File: src/hdl/pmfe_pkg.sv
// ----------------------------------------------------------------------------
// Probe meter front end package
// Shared widths, register indexes, meter modes, rounding shift codes and the
// transaction types of the item, result and multiply channels.
// ----------------------------------------------------------------------------
package pmfe_pkg;

	localparam int ADC_BITS = 12;

	localparam int CW    = (ADC_BITS > 12) ? ADC_BITS : 12;
	localparam int MB_W  = (CW + 6 > 18) ? CW + 6 : 18;
	localparam int A_W   = 33;
	localparam int P_W   = A_W + MB_W;
	localparam int DV_W  = 30;
	localparam int DC_W  = $clog2(DV_W + 1);

	localparam logic [2:0] REG_UPDATE_PERIOD = 3'd0;
	localparam logic [2:0] REG_REF_CAL       = 3'd1;
	localparam logic [2:0] REG_PROBE_OFFSET  = 3'd2;
	localparam logic [2:0] REG_PROBE_WEIGHT  = 3'd3;
	localparam logic [2:0] REG_SUPPLY_WEIGHT = 3'd4;
	localparam logic [2:0] REG_SHORT_THRESH  = 3'd5;
	localparam logic [2:0] REG_DIODE_THRESH  = 3'd6;
	localparam logic [2:0] REG_BEEP_ON_TICKS = 3'd7;

	localparam logic [1:0] MODE_VOLT       = 2'd0;
	localparam logic [1:0] MODE_CONTINUITY = 2'd1;
	localparam logic [1:0] MODE_JUNCTION   = 2'd2;

	localparam logic       OP_TICK   = 1'b0;
	localparam logic       OP_SAMPLE = 1'b1;

	localparam logic [16:0]        Q_ONE      = 17'h10000;
	localparam logic signed [32:0] FIVE_VOLTS = 33'sd327680;
	localparam logic [30:0]        VREF_MAX   = 31'h7FFF_FFFF;

	typedef enum logic [1:0] {
		SH_ADC  = 2'd0,
		SH_ADC1 = 2'd1,
		SH_Q16  = 2'd2
	} sh_sel_t;

	typedef struct packed {
		logic                operation;
		logic [ADC_BITS-1:0] probe_code;
		logic [ADC_BITS-1:0] battery_code;
		logic [ADC_BITS-1:0] reference_code;
		logic                key_pressed;
	} item_t;

	typedef struct packed {
		logic               buzzer_on;
		logic               sample_due;
		logic [1:0]         meter_mode;
		logic signed [31:0] probe_volts;
		logic signed [31:0] battery_volts;
		logic signed [31:0] third_value;
		logic               beep_request;
	} result_t;

	typedef struct packed {
		logic                    start;
		sh_sel_t                 sh;
		logic signed [A_W-1:0]   a;
		logic signed [MB_W-1:0]  b;
		logic signed [32:0]      addend;
	} mac_req_t;

	typedef struct packed {
		logic               valid;
		logic signed [31:0] value;
	} mac_rsp_t;

endpackage

File: src/hdl/pmfe_div.sv
// ----------------------------------------------------------------------------
// Probe meter restoring divider
// Unsigned division, one quotient bit per cycle, pulses done when finished.
// ----------------------------------------------------------------------------
module pmfe_div (
	input  logic                          clk,
	input  logic                          arst_n,
	input  logic                          start,
	input  logic [pmfe_pkg::DV_W-1:0]     dividend,
	input  logic [pmfe_pkg::ADC_BITS-1:0] divisor,
	output logic                          done,
	output logic [pmfe_pkg::DV_W-1:0]     quotient
);
	import pmfe_pkg::*;

	logic [DV_W-1:0]     quo_q;
	logic [ADC_BITS-1:0] rem_q;
	logic [ADC_BITS-1:0] dsr_q;
	logic [DC_W-1:0]     cnt_q;
	logic                done_q;
	logic [ADC_BITS:0]   shifted;
	logic [ADC_BITS:0]   diff;
	logic                ge;

	always_comb begin
		shifted = {rem_q, quo_q[DV_W-1]};
		ge      = shifted >= {1'b0, dsr_q};
		diff    = shifted - {1'b0, dsr_q};
	end

	always_ff @(posedge clk or negedge arst_n) begin
		if (!arst_n) begin
			cnt_q  <= '0;
			done_q <= 1'b0;
		end else if (start) begin
			cnt_q  <= DC_W'(DV_W);
			done_q <= 1'b0;
		end else if (cnt_q != '0) begin
			cnt_q  <= cnt_q - 1'b1;
			done_q <= (cnt_q == DC_W'(1));
		end else begin
			done_q <= 1'b0;
		end
	end

	always_ff @(posedge clk) begin
		if (start) begin
			quo_q <= dividend;
			rem_q <= '0;
			dsr_q <= divisor;
		end else if (cnt_q != '0) begin
			rem_q <= ge ? diff[ADC_BITS-1:0] : shifted[ADC_BITS-1:0];
			quo_q <= {quo_q[DV_W-2:0], ge};
		end
	end

	assign done     = done_q;
	assign quotient = quo_q;

endmodule

File: src/hdl/pmfe_mac.sv
// ----------------------------------------------------------------------------
// Probe meter multiply unit
// Four-stage multiply, round-to-nearest shift, accumulate and saturate to the
// signed 32-bit range.
// ----------------------------------------------------------------------------
module pmfe_mac (
	input  logic               clk,
	input  logic               arst_n,
	input  pmfe_pkg::mac_req_t req,
	output pmfe_pkg::mac_rsp_t rsp
);
	import pmfe_pkg::*;

	localparam logic [P_W-1:0] HALF_ADC  = P_W'(1) << (ADC_BITS - 1);
	localparam logic [P_W-1:0] HALF_ADC1 = P_W'(1) << ADC_BITS;
	localparam logic [P_W-1:0] HALF_Q16  = P_W'(1) << 15;

	logic                   v_s1, v_s2, v_s3, v_s4;
	logic signed [P_W-1:0]  prod_s1;
	sh_sel_t                sh_s1, sh_s2;
	logic signed [32:0]     add_s1, add_s2, add_s3;
	logic [P_W-1:0]         mag_s2, mag_s3;
	logic                   neg_s2, neg_s3;
	logic signed [31:0]     value_s4;
	logic [P_W-1:0]         mag_r;
	logic signed [P_W:0]    rs;
	logic signed [P_W:0]    sum;
	logic signed [31:0]     sat;

	always_comb begin
		case (sh_s2)
			SH_ADC:  mag_r = (mag_s2 + HALF_ADC) >> ADC_BITS;
			SH_ADC1: mag_r = (mag_s2 + HALF_ADC1) >> (ADC_BITS + 1);
			SH_Q16:  mag_r = (mag_s2 + HALF_Q16) >> 16;
			default: mag_r = (mag_s2 + HALF_Q16) >> 16;
		endcase
	end

	always_comb begin
		rs  = neg_s3 ? -$signed({1'b0, mag_s3}) : $signed({1'b0, mag_s3});
		sum = rs + (P_W + 1)'(add_s3);
		if (!sum[P_W] && (|sum[P_W-1:31])) begin
			sat = 32'sh7FFF_FFFF;
		end else if (sum[P_W] && !(&sum[P_W-1:31])) begin
			sat = -32'sh7FFF_FFFF - 32'sd1;
		end else begin
			sat = sum[31:0];
		end
	end

	always_ff @(posedge clk or negedge arst_n) begin
		if (!arst_n) begin
			v_s1 <= 1'b0;
			v_s2 <= 1'b0;
			v_s3 <= 1'b0;
			v_s4 <= 1'b0;
		end else begin
			v_s1 <= req.start;
			v_s2 <= v_s1;
			v_s3 <= v_s2;
			v_s4 <= v_s3;
		end
	end

	always_ff @(posedge clk) begin
		prod_s1  <= P_W'(req.a) * P_W'(req.b);
		sh_s1    <= req.sh;
		add_s1   <= req.addend;
		mag_s2   <= prod_s1[P_W-1] ? P_W'(-prod_s1) : P_W'(prod_s1);
		neg_s2   <= prod_s1[P_W-1];
		sh_s2    <= sh_s1;
		add_s2   <= add_s1;
		mag_s3   <= mag_r;
		neg_s3   <= neg_s2;
		add_s3   <= add_s2;
		value_s4 <= sat;
	end

	assign rsp.valid = v_s4;
	assign rsp.value = value_s4;

endmodule

File: src/hdl/probe_meter_front_end.sv
// ----------------------------------------------------------------------------
// Probe meter front end
// Tick and sample processing: buzzer pattern, sample-due flag, supply
// reference, battery and probe voltages with exponential averaging.
// ----------------------------------------------------------------------------
// A tick transaction goes from acceptance through the done step, which waits on
// result_stall, to a result in the output register. A sample transaction runs
// the bit-serial supply reference division and then five passes through the
// shared four-stage multiply unit (battery and probe scaling, then the three
// averages). item_stall is high from acceptance until the result is loaded;
// a new transaction is accepted while the previous result waits on
// result_stall. Configuration writes are always taken (cfg_ready is high) and
// are meant to be issued only while the block is idle.
module probe_meter_front_end (
	input  logic              clk,
	input  logic              arst_n,
	input  logic              item_valid,
	output logic              item_stall,
	input  pmfe_pkg::item_t   item,
	output logic              result_valid,
	input  logic              result_stall,
	output pmfe_pkg::result_t result,
	input  logic              cfg_valid,
	output logic              cfg_ready,
	input  logic [2:0]        cfg_index,
	input  logic [30:0]       cfg_data
);
	import pmfe_pkg::*;

	typedef enum logic [7:0] {
		S_IDLE  = 8'b0000_0001,
		S_DIV   = 8'b0000_0010,
		S_BATT  = 8'b0000_0100,
		S_PROBE = 8'b0000_1000,
		S_BREF  = 8'b0001_0000,
		S_BBAT  = 8'b0010_0000,
		S_BPRB  = 8'b0100_0000,
		S_DONE  = 8'b1000_0000
	} state_t;

	state_t              state_q;
	logic                issued_q;

	logic [15:0]         update_period_q;
	logic [11:0]         ref_cal_q;
	logic [11:0]         probe_offset_q;
	logic [16:0]         probe_weight_q;
	logic [16:0]         supply_weight_q;
	logic [30:0]         short_thresh_q;
	logic [30:0]         diode_thresh_q;
	logic [7:0]          beep_on_q;

	logic [15:0]         tick_count_q;
	logic [7:0]          buzzer_count_q;
	logic                buzzer_level_q;
	logic                beep_flag_q;
	logic [1:0]          mode_q;
	logic                first_q;
	logic signed [31:0]  avg_probe_q;
	logic signed [31:0]  avg_battery_q;
	logic signed [31:0]  avg_ref_q;

	logic [ADC_BITS-1:0] probe_q;
	logic [ADC_BITS-1:0] batt_q;
	logic                ref_zero_q;
	logic                key_q;
	logic [30:0]         vref_q;
	logic signed [31:0]  vbatt_q;
	logic signed [31:0]  vprobe_q;

	result_t             result_q;
	logic                result_valid_q;

	logic                accept;
	logic                div_start;
	logic                div_done;
	logic [DV_W-1:0]     div_quo;
	logic [DV_W-1:0]     dividend;
	logic [13:0]         cal3;
	mac_req_t            mac_req;
	mac_rsp_t            mac_rsp;
	logic                mac_state;

	logic signed [CW:0]     pd;
	logic signed [MB_W-1:0] pd_x;
	logic [16:0]            w_probe;
	logic [16:0]            w_supply;
	logic signed [32:0]     avg_ref_x, avg_bat_x, avg_prb_x;

	logic [8:0]          buzz_next;
	logic [1:0]          mode_n;
	logic                beep_n;
	logic signed [32:0]  raw_probe;

	assign accept     = item_valid && !item_stall;
	assign item_stall = (state_q != S_IDLE);
	assign cfg_ready  = 1'b1;
	assign div_start  = accept && (item.operation == OP_SAMPLE);
	assign cal3       = {1'b0, ref_cal_q, 1'b0} + {2'b00, ref_cal_q};
	assign dividend   = DV_W'({cal3, 16'h0000}) + DV_W'(item.reference_code >> 1);
	assign buzz_next  = {1'b0, buzzer_count_q} + 9'd1;

	pmfe_div u_div (
		.clk      (clk),
		.arst_n   (arst_n),
		.start    (div_start),
		.dividend (dividend),
		.divisor  (item.reference_code),
		.done     (div_done),
		.quotient (div_quo)
	);

	always_comb begin
		pd        = $signed((CW + 1)'(probe_q)) - $signed((CW + 1)'(probe_offset_q));
		pd_x      = MB_W'(pd);
		w_probe   = first_q ? Q_ONE : (probe_weight_q[16] ? Q_ONE : probe_weight_q);
		w_supply  = first_q ? Q_ONE : (supply_weight_q[16] ? Q_ONE : supply_weight_q);
		avg_ref_x = 33'(avg_ref_q);
		avg_bat_x = 33'(avg_battery_q);
		avg_prb_x = 33'(avg_probe_q);
		mac_state = (state_q == S_BATT) || (state_q == S_PROBE) || (state_q == S_BREF) ||
			(state_q == S_BBAT) || (state_q == S_BPRB);

		mac_req.start  = mac_state && !issued_q;
		mac_req.sh     = SH_Q16;
		mac_req.a      = $signed(A_W'(vref_q));
		mac_req.b      = '0;
		mac_req.addend = '0;
		case (state_q)
			S_BATT: begin
				mac_req.sh = SH_ADC;
				mac_req.b  = $signed(MB_W'({batt_q, 1'b0}));
			end
			S_PROBE: begin
				mac_req.sh = SH_ADC1;
				mac_req.b  = (pd_x <<< 4) + pd_x;
			end
			S_BREF: begin
				mac_req.a      = $signed(A_W'(vref_q)) - avg_ref_x;
				mac_req.b      = $signed(MB_W'(w_supply));
				mac_req.addend = avg_ref_x;
			end
			S_BBAT: begin
				mac_req.a      = 33'(vbatt_q) - avg_bat_x;
				mac_req.b      = $signed(MB_W'(w_supply));
				mac_req.addend = avg_bat_x;
			end
			S_BPRB: begin
				mac_req.a      = 33'(vprobe_q) - avg_prb_x;
				mac_req.b      = $signed(MB_W'(w_probe));
				mac_req.addend = avg_prb_x;
			end
			default: begin
				mac_req.sh = SH_Q16;
			end
		endcase
	end

	pmfe_mac u_mac (
		.clk    (clk),
		.arst_n (arst_n),
		.req    (mac_req),
		.rsp    (mac_rsp)
	);

	always_comb begin
		mode_n    = mode_q;
		beep_n    = beep_flag_q;
		raw_probe = 33'(mac_rsp.value);
		if (key_q) begin
			mode_n = mode_q[1] ? MODE_VOLT : mode_q + 2'd1;
			beep_n = 1'b0;
			if (mode_n != MODE_VOLT) begin
				raw_probe = FIVE_VOLTS;
			end
		end
		if (mode_n == MODE_CONTINUITY) begin
			beep_n = raw_probe < $signed({2'b00, short_thresh_q});
		end else if (mode_n == MODE_JUNCTION) begin
			beep_n = raw_probe < $signed({2'b00, diode_thresh_q});
		end
	end

	always_ff @(posedge clk or negedge arst_n) begin
		if (!arst_n) begin
			update_period_q <= 16'd50;
			ref_cal_q       <= 12'd1650;
			probe_offset_q  <= 12'd50;
			probe_weight_q  <= 17'd32768;
			supply_weight_q <= 17'd13107;
			short_thresh_q  <= 31'd32768;
			diode_thresh_q  <= 31'd65536;
			beep_on_q       <= 8'd5;
		end else if (cfg_valid && cfg_ready) begin
			case (cfg_index)
				REG_UPDATE_PERIOD: update_period_q <= cfg_data[15:0];
				REG_REF_CAL:       ref_cal_q       <= cfg_data[11:0];
				REG_PROBE_OFFSET:  probe_offset_q  <= cfg_data[11:0];
				REG_PROBE_WEIGHT:  probe_weight_q  <= cfg_data[16:0];
				REG_SUPPLY_WEIGHT: supply_weight_q <= cfg_data[16:0];
				REG_SHORT_THRESH:  short_thresh_q  <= cfg_data;
				REG_DIODE_THRESH:  diode_thresh_q  <= cfg_data;
				REG_BEEP_ON_TICKS: beep_on_q       <= cfg_data[7:0];
				default:           beep_on_q       <= beep_on_q;
			endcase
		end
	end

	always_ff @(posedge clk or negedge arst_n) begin
		if (!arst_n) begin
			state_q        <= S_IDLE;
			issued_q       <= 1'b0;
			tick_count_q   <= '0;
			buzzer_count_q <= '0;
			buzzer_level_q <= 1'b0;
			beep_flag_q    <= 1'b0;
			mode_q         <= MODE_VOLT;
			first_q        <= 1'b1;
			avg_probe_q    <= '0;
			avg_battery_q  <= '0;
			avg_ref_q      <= '0;
			result_valid_q <= 1'b0;
		end else begin
			if (result_valid_q && !result_stall && (state_q != S_DONE)) begin
				result_valid_q <= 1'b0;
			end
			if (mac_req.start) begin
				issued_q <= 1'b1;
			end
			case (state_q)
				S_IDLE: begin
					if (accept) begin
						if (item.operation == OP_SAMPLE) begin
							tick_count_q <= '0;
							state_q      <= S_DIV;
						end else begin
							if (tick_count_q != 16'hFFFF) begin
								tick_count_q <= tick_count_q + 16'd1;
							end
							if (beep_flag_q && (buzz_next <= {1'b0, beep_on_q})) begin
								buzzer_count_q <= buzz_next[7:0];
								buzzer_level_q <= 1'b1;
							end else begin
								buzzer_count_q <= '0;
								buzzer_level_q <= 1'b0;
							end
							state_q <= S_DONE;
						end
					end
				end
				S_DIV: begin
					if (div_done) begin
						state_q <= S_BATT;
					end
				end
				S_BATT: begin
					if (mac_rsp.valid) begin
						issued_q <= 1'b0;
						state_q  <= S_PROBE;
					end
				end
				S_PROBE: begin
					if (mac_rsp.valid) begin
						issued_q    <= 1'b0;
						mode_q      <= mode_n;
						beep_flag_q <= beep_n;
						state_q     <= S_BREF;
					end
				end
				S_BREF: begin
					if (mac_rsp.valid) begin
						issued_q  <= 1'b0;
						avg_ref_q <= mac_rsp.value;
						state_q   <= S_BBAT;
					end
				end
				S_BBAT: begin
					if (mac_rsp.valid) begin
						issued_q      <= 1'b0;
						avg_battery_q <= mac_rsp.value;
						state_q       <= S_BPRB;
					end
				end
				S_BPRB: begin
					if (mac_rsp.valid) begin
						issued_q    <= 1'b0;
						avg_probe_q <= mac_rsp.value;
						first_q     <= 1'b0;
						state_q     <= S_DONE;
					end
				end
				S_DONE: begin
					if (!result_valid_q || !result_stall) begin
						result_valid_q <= 1'b1;
						state_q        <= S_IDLE;
					end
				end
				default: begin
					state_q <= S_IDLE;
				end
			endcase
		end
	end

	always_ff @(posedge clk) begin
		if (accept) begin
			probe_q    <= item.probe_code;
			batt_q     <= item.battery_code;
			ref_zero_q <= (item.reference_code == '0);
			key_q      <= item.key_pressed;
		end
		if (state_q == S_DIV && div_done) begin
			vref_q <= ref_zero_q ? VREF_MAX : 31'(div_quo);
		end
		if (state_q == S_BATT && mac_rsp.valid) begin
			vbatt_q <= mac_rsp.value;
		end
		if (state_q == S_PROBE && mac_rsp.valid) begin
			vprobe_q <= mac_rsp.value;
		end
		if (state_q == S_DONE && (!result_valid_q || !result_stall)) begin
			result_q.buzzer_on     <= buzzer_level_q;
			result_q.sample_due    <= tick_count_q >= update_period_q;
			result_q.meter_mode    <= mode_q;
			result_q.probe_volts   <= avg_probe_q;
			result_q.battery_volts <= avg_battery_q;
			result_q.beep_request  <= beep_flag_q;
			if (mode_q == MODE_CONTINUITY) begin
				result_q.third_value <= $signed({1'b0, short_thresh_q});
			end else if (mode_q == MODE_JUNCTION) begin
				result_q.third_value <= $signed({1'b0, diode_thresh_q});
			end else begin
				result_q.third_value <= avg_ref_q;
			end
		end
	end

	assign result_valid = result_valid_q;
	assign result       = result_q;

	a_state_onehot: assert property (@(posedge clk) disable iff (!arst_n)
		$onehot(state_q))
		else $error("sequencer state not one-hot");

	a_sample_to_div: assert property (@(posedge clk) disable iff (!arst_n)
		(accept && item.operation == OP_SAMPLE) |=> (state_q == S_DIV))
		else $error("accepted sample did not start division");

	a_result_from_done: assert property (@(posedge clk) disable iff (!arst_n)
		$rose(result_valid) |-> $past(state_q == S_DONE))
		else $error("result loaded outside done step");

	a_mode_legal: assert property (@(posedge clk) disable iff (!arst_n)
		(mode_q == MODE_VOLT || mode_q == MODE_CONTINUITY || mode_q == MODE_JUNCTION))
		else $error("meter mode out of range");

endmodule

File: config.mk
export PLATFORM = sky130hd
export DESIGN_NAME = probe_meter_front_end
export DESIGN_NICKNAME = d
export VERILOG_FILES = /design/src/hdl/pmfe_pkg.sv /design/src/hdl/pmfe_div.sv /design/src/hdl/pmfe_mac.sv /design/src/hdl/probe_meter_front_end.sv
export SDC_FILE = /design/constraint.sdc
export NUM_CORES = 2
export LEC_CHECK = 0
export ABC_CLOCK_PERIOD_IN_PS = 10500
export BUFFER_PORTS_ARGS = -buffer_cell sky130_fd_sc_hd__buf_2
export CAP_MARGIN = 15
export CORE_ASPECT_RATIO = 1.25
export CORE_UTILIZATION = 53
export CTS_CLUSTER_SIZE = 20
export DETAILED_ROUTE_END_ITERATION = 10
export PLACE_DENSITY = 0.79
export SLEW_MARGIN = 20
export SYNTH_ARGS = -nofsm -noshare
export SYNTH_HDL_FRONTEND = slang
export SYNTH_SLANG_ARGS = --single-unit
export TNS_END_PERCENT = 30
File: constraint.sdc
create_clock -name clk -period 10.5 [get_ports clk]
set_input_delay 1.05 -clock clk [delete_from_list [all_inputs] [get_ports clk]]
set_output_delay 1.05 -clock clk [all_outputs]
set_load 0.01 [all_outputs]
==> metrics <==
status completed; ys async rst share a little over a third; Slew Limit Headroom 27.94%; first-pass GRT wire length a little under 300 mm; worst hold path type flip-flop to flip-flop; gpl congestion about 0.96; Leakage roughly 34 nW; Core ar. roughly 120000 sq um; vias in the first global route slightly above 50000; critical path's slowest cell fa_1; Critical Path End Type flip-flop; CTS Root Buffer Type clkbuf_16; largest net degree at the start of global routing roughly 170; data required time of the worst path 11.04 ns; Die Area around 120000 sq um; Max-Cap Viols 0; DR vias about 50000; reg2reg end u_mac.prod_s1[50]; I/O Pins 181; Total Power 8.976 mW; pwr dens 125.4 nW/um^2; worst skew pair latency between 0.6 and 0.7 ns; post-layout min period ~10 ns; post-route clock skew approximately 0.032 ns; CP most frequent cell fa_1; vias per std cell just under 6; ys flop type dfxtp_1; Buf+Inv Stages, Crit Path 6; dpl hpwl approximately 140 mm; max-slew violations 0; R2R Setup Slk approximately 0.23 ns; share of post-route cells with drive strength above 1 between 10% and 20%; WL per Instance roughly 21 um; maximum VDD drop between 0.15 and 0.2 mV; P&R area growth vs syn 11.29%; CP top delay family adder cells; synthesized instance count 6750; R2R Path Start probe_offset_q[1]; starting density of the core a little over half; Hold Violations, Final 0; Post-synth EDFFs around 260; fin crit share 97.85%; total wire length approximately 190 mm; # nets final slightly above 8000; Placed Cells approximately 8500; Num CTS Buffers between 80 and 90; Setup WS pre-CTS -0.2353 ns; post-route setup slack between 0.2 and 0.25 ns; ant diodes 0; Setup Crit Path Kind flip-flop to flip-flop; Yosys reg bits a little over 800; gr ovfl total 0; Worst Hold Launch u_mac.add_s1[31]; DR iter-0 viols around 4200; post-synth top area share around 18%; number of iterations in the first detailed-routing pass 9; drt drc 0; Min-Delay Endpoint u_mac.add_s2[31]; top post-synthesis cells by area fa_1, edfxtp_1, dfrtp_1; critical path arrival approximately 11 ns; PortBufs 179; Die Span X around 310 um; Synth Area per Inst between 9 and 10 sq um; syn nets approximately 7800; fin cells roughly 8600; Worst-path clk slew about 0.060 ns; crit path launch type flip-flop; CTS tree built; Yosys cell types 82; Antenna Nets Post-Route 0; CTS Buffer Depth 3; Clock Sinks roughly 830; H-tree depth 3; Critical Path Max Stage Delay 0.56 ns; Max Freq 97.33 MHz; die height slightly below 400 um; Reg2Reg Depth 46; Slew @ Worst Pin between 1 and 1.5 ns; hold depth 0; critical-path maximum fanout 8; Total Routing Usage GR approximately 30%; Ys Warns 0; # rows approximately 140; synthesized cell area between 60000 and 70000 sq um; initial antenna violation count 5; Hold-fix buffers, CTS 0; final setup vio count 0; cell taking the most area after synthesis fa_1; sequential fraction of the synthesis area 32.22%
[worst reg2reg max path, delay by kind of cell, from the launching register on]
kind | cells | cell delay (ns)
AO/OA/AOI/OAI | 24 | 3.90
adder cells (fa/ha/maj) | 9 | 4.01
flip-flops | 1 | 0.53
XOR/XNOR | 1 | 0.13
AND/OR/NAND/NOR | 6 | 1.03
buffers and inverters | 6 | 0.55
[area by class of cell]
class / count / area [sq um]
Fill cell: 10015 / 48540
Sequential cell: 829 / 20720
Clock buffer: 119 / 2512
Timing Repair Buffer: 419 / 2854
Tap cell: 1584 / 1982
Inverter: 1039 / 3900
Multi-Input combinational cell: 4608 / 39090
Clock inverter: 41 / 501.7
[worst max-delay path by stage]
stage	from	cells after the start	to	slack, ns
4_1_cts	probe_offset_q[0]	45	u_mac.prod_s1[50]	0.01
3_5_place_dp	probe_offset_q[0]	45	u_mac.prod_s1[50]	-0.24
5_1_grt	probe_offset_q[1]	47	u_mac.prod_s1[50]	-0.11
2_1_floorplan	probe_offset_q[0]	43	u_mac.prod_s1[50]	0.18
6_report	probe_offset_q[1]	46	u_mac.prod_s1[50]	0.23
3_3_place_gp	probe_offset_q[0]	46	u_mac.prod_s1[50]	-0.003
[routing by layer]
layer  vias up  global-route usage (%)  share of wire, %
li1      22752                       -                 -
met1     24760                   37.36                39
met2      2066                   51.09                48
met3       606                   5.012               7.4
met4         6                   16.24               5.9
met5         -                       0             0.019
[report_power, final]
group / switching, mW / internal [mW]
logic: 1.01 / 0.818
clock network: 1.37 / 1.89
registers: 0.219 / 3.68
[metrics by stage]
stage | instance area, sq um | util (%) | setup TNS [ns] | hold slack (ns)
global route | 71560 | 59.59 | -0.1575 | 0.3295
finish | 71560 | 59.59 | 0 | 0.3218
global placement | 68130 | 56.72 | -0.003131 | 0.3099
floorplan | 64300 | - | 0 | 0.3096
CTS | 71180 | 59.26 | 0 | 0.3244
detailed placement | 68130 | 56.72 | -0.7492 | 0.3121
[registers in the layout (all words and copies together), names as in the netlist, 16 cells and up]
signal,count
avg_battery_q,32
avg_probe_q,32
avg_ref_q,32
diode_thresh_q,31
probe_weight_q,17
result,101
short_thresh_q,31
supply_weight_q,17
tick_count_q,16
u_div.quotient,30
u_mac.add_s1,32
u_mac.add_s2,32
u_mac.add_s3,32
u_mac.mag_s2,40
u_mac.mag_s3,39
u_mac.prod_s1,51
u_mac.value_s4,32
update_period_q,16
vbatt_q,32
vprobe_q,32
vref_q,31
[cells in the final DEF (no fill, tap or decap), drive strengths merged, types with 49 or more instances in the layout]
cell,n
nor3,60
or3,51
ha,413
dfxtp,276
o21ai,378
inv,1043
nand4,56
and3,49
nand3,79
a21oi,300
xor2,134
fa,578
edfxtp,264
xnor2,237
clkbuf,119
mux2,182
nand2,863
dfrtp,262
buf,419
nand2b,63
nor2,283
a21o,121
and2,111
nor2b,84
[cell usage after synthesis (84+ instances only)]
| cell type | number |
|---|---|
| dfrtp_1 | 262 |
| nand2_1 | 863 |
| mux2_2 | 182 |
| nor2b_1 | 84 |
| inv_1 | 1039 |
| xor2_1 | 133 |
| clkbuf_1 | 237 |
| fa_1 | 578 |
| o21ai_0 | 341 |
| a21oi_1 | 300 |
| a21o_1 | 121 |
| and2_1 | 110 |
| nor2_1 | 282 |
| ha_1 | 413 |
| xnor2_1 | 236 |
| dfxtp_1 | 276 |
| edfxtp_1 | 264 |
[logic make-up after synthesis]
group,synth area share [%]
AOI/OAI and AO/OA,11.82
xor gates and xnor gates,5.077
adders and majority gates,26.03
buffers and inverters,7.735
DFF,32.22
muxes,3.763
other,0.005832
and+or+nand+nor,13.34
[what timing repair did]
action,in CTS,in global routing
pin swaps,4,82
resized for setup,11,82
setup endpoints to repair,7,21
cloned,0,1
buffers inserted,4,7
No activity file was read; power rests on OpenSTA's default activity.
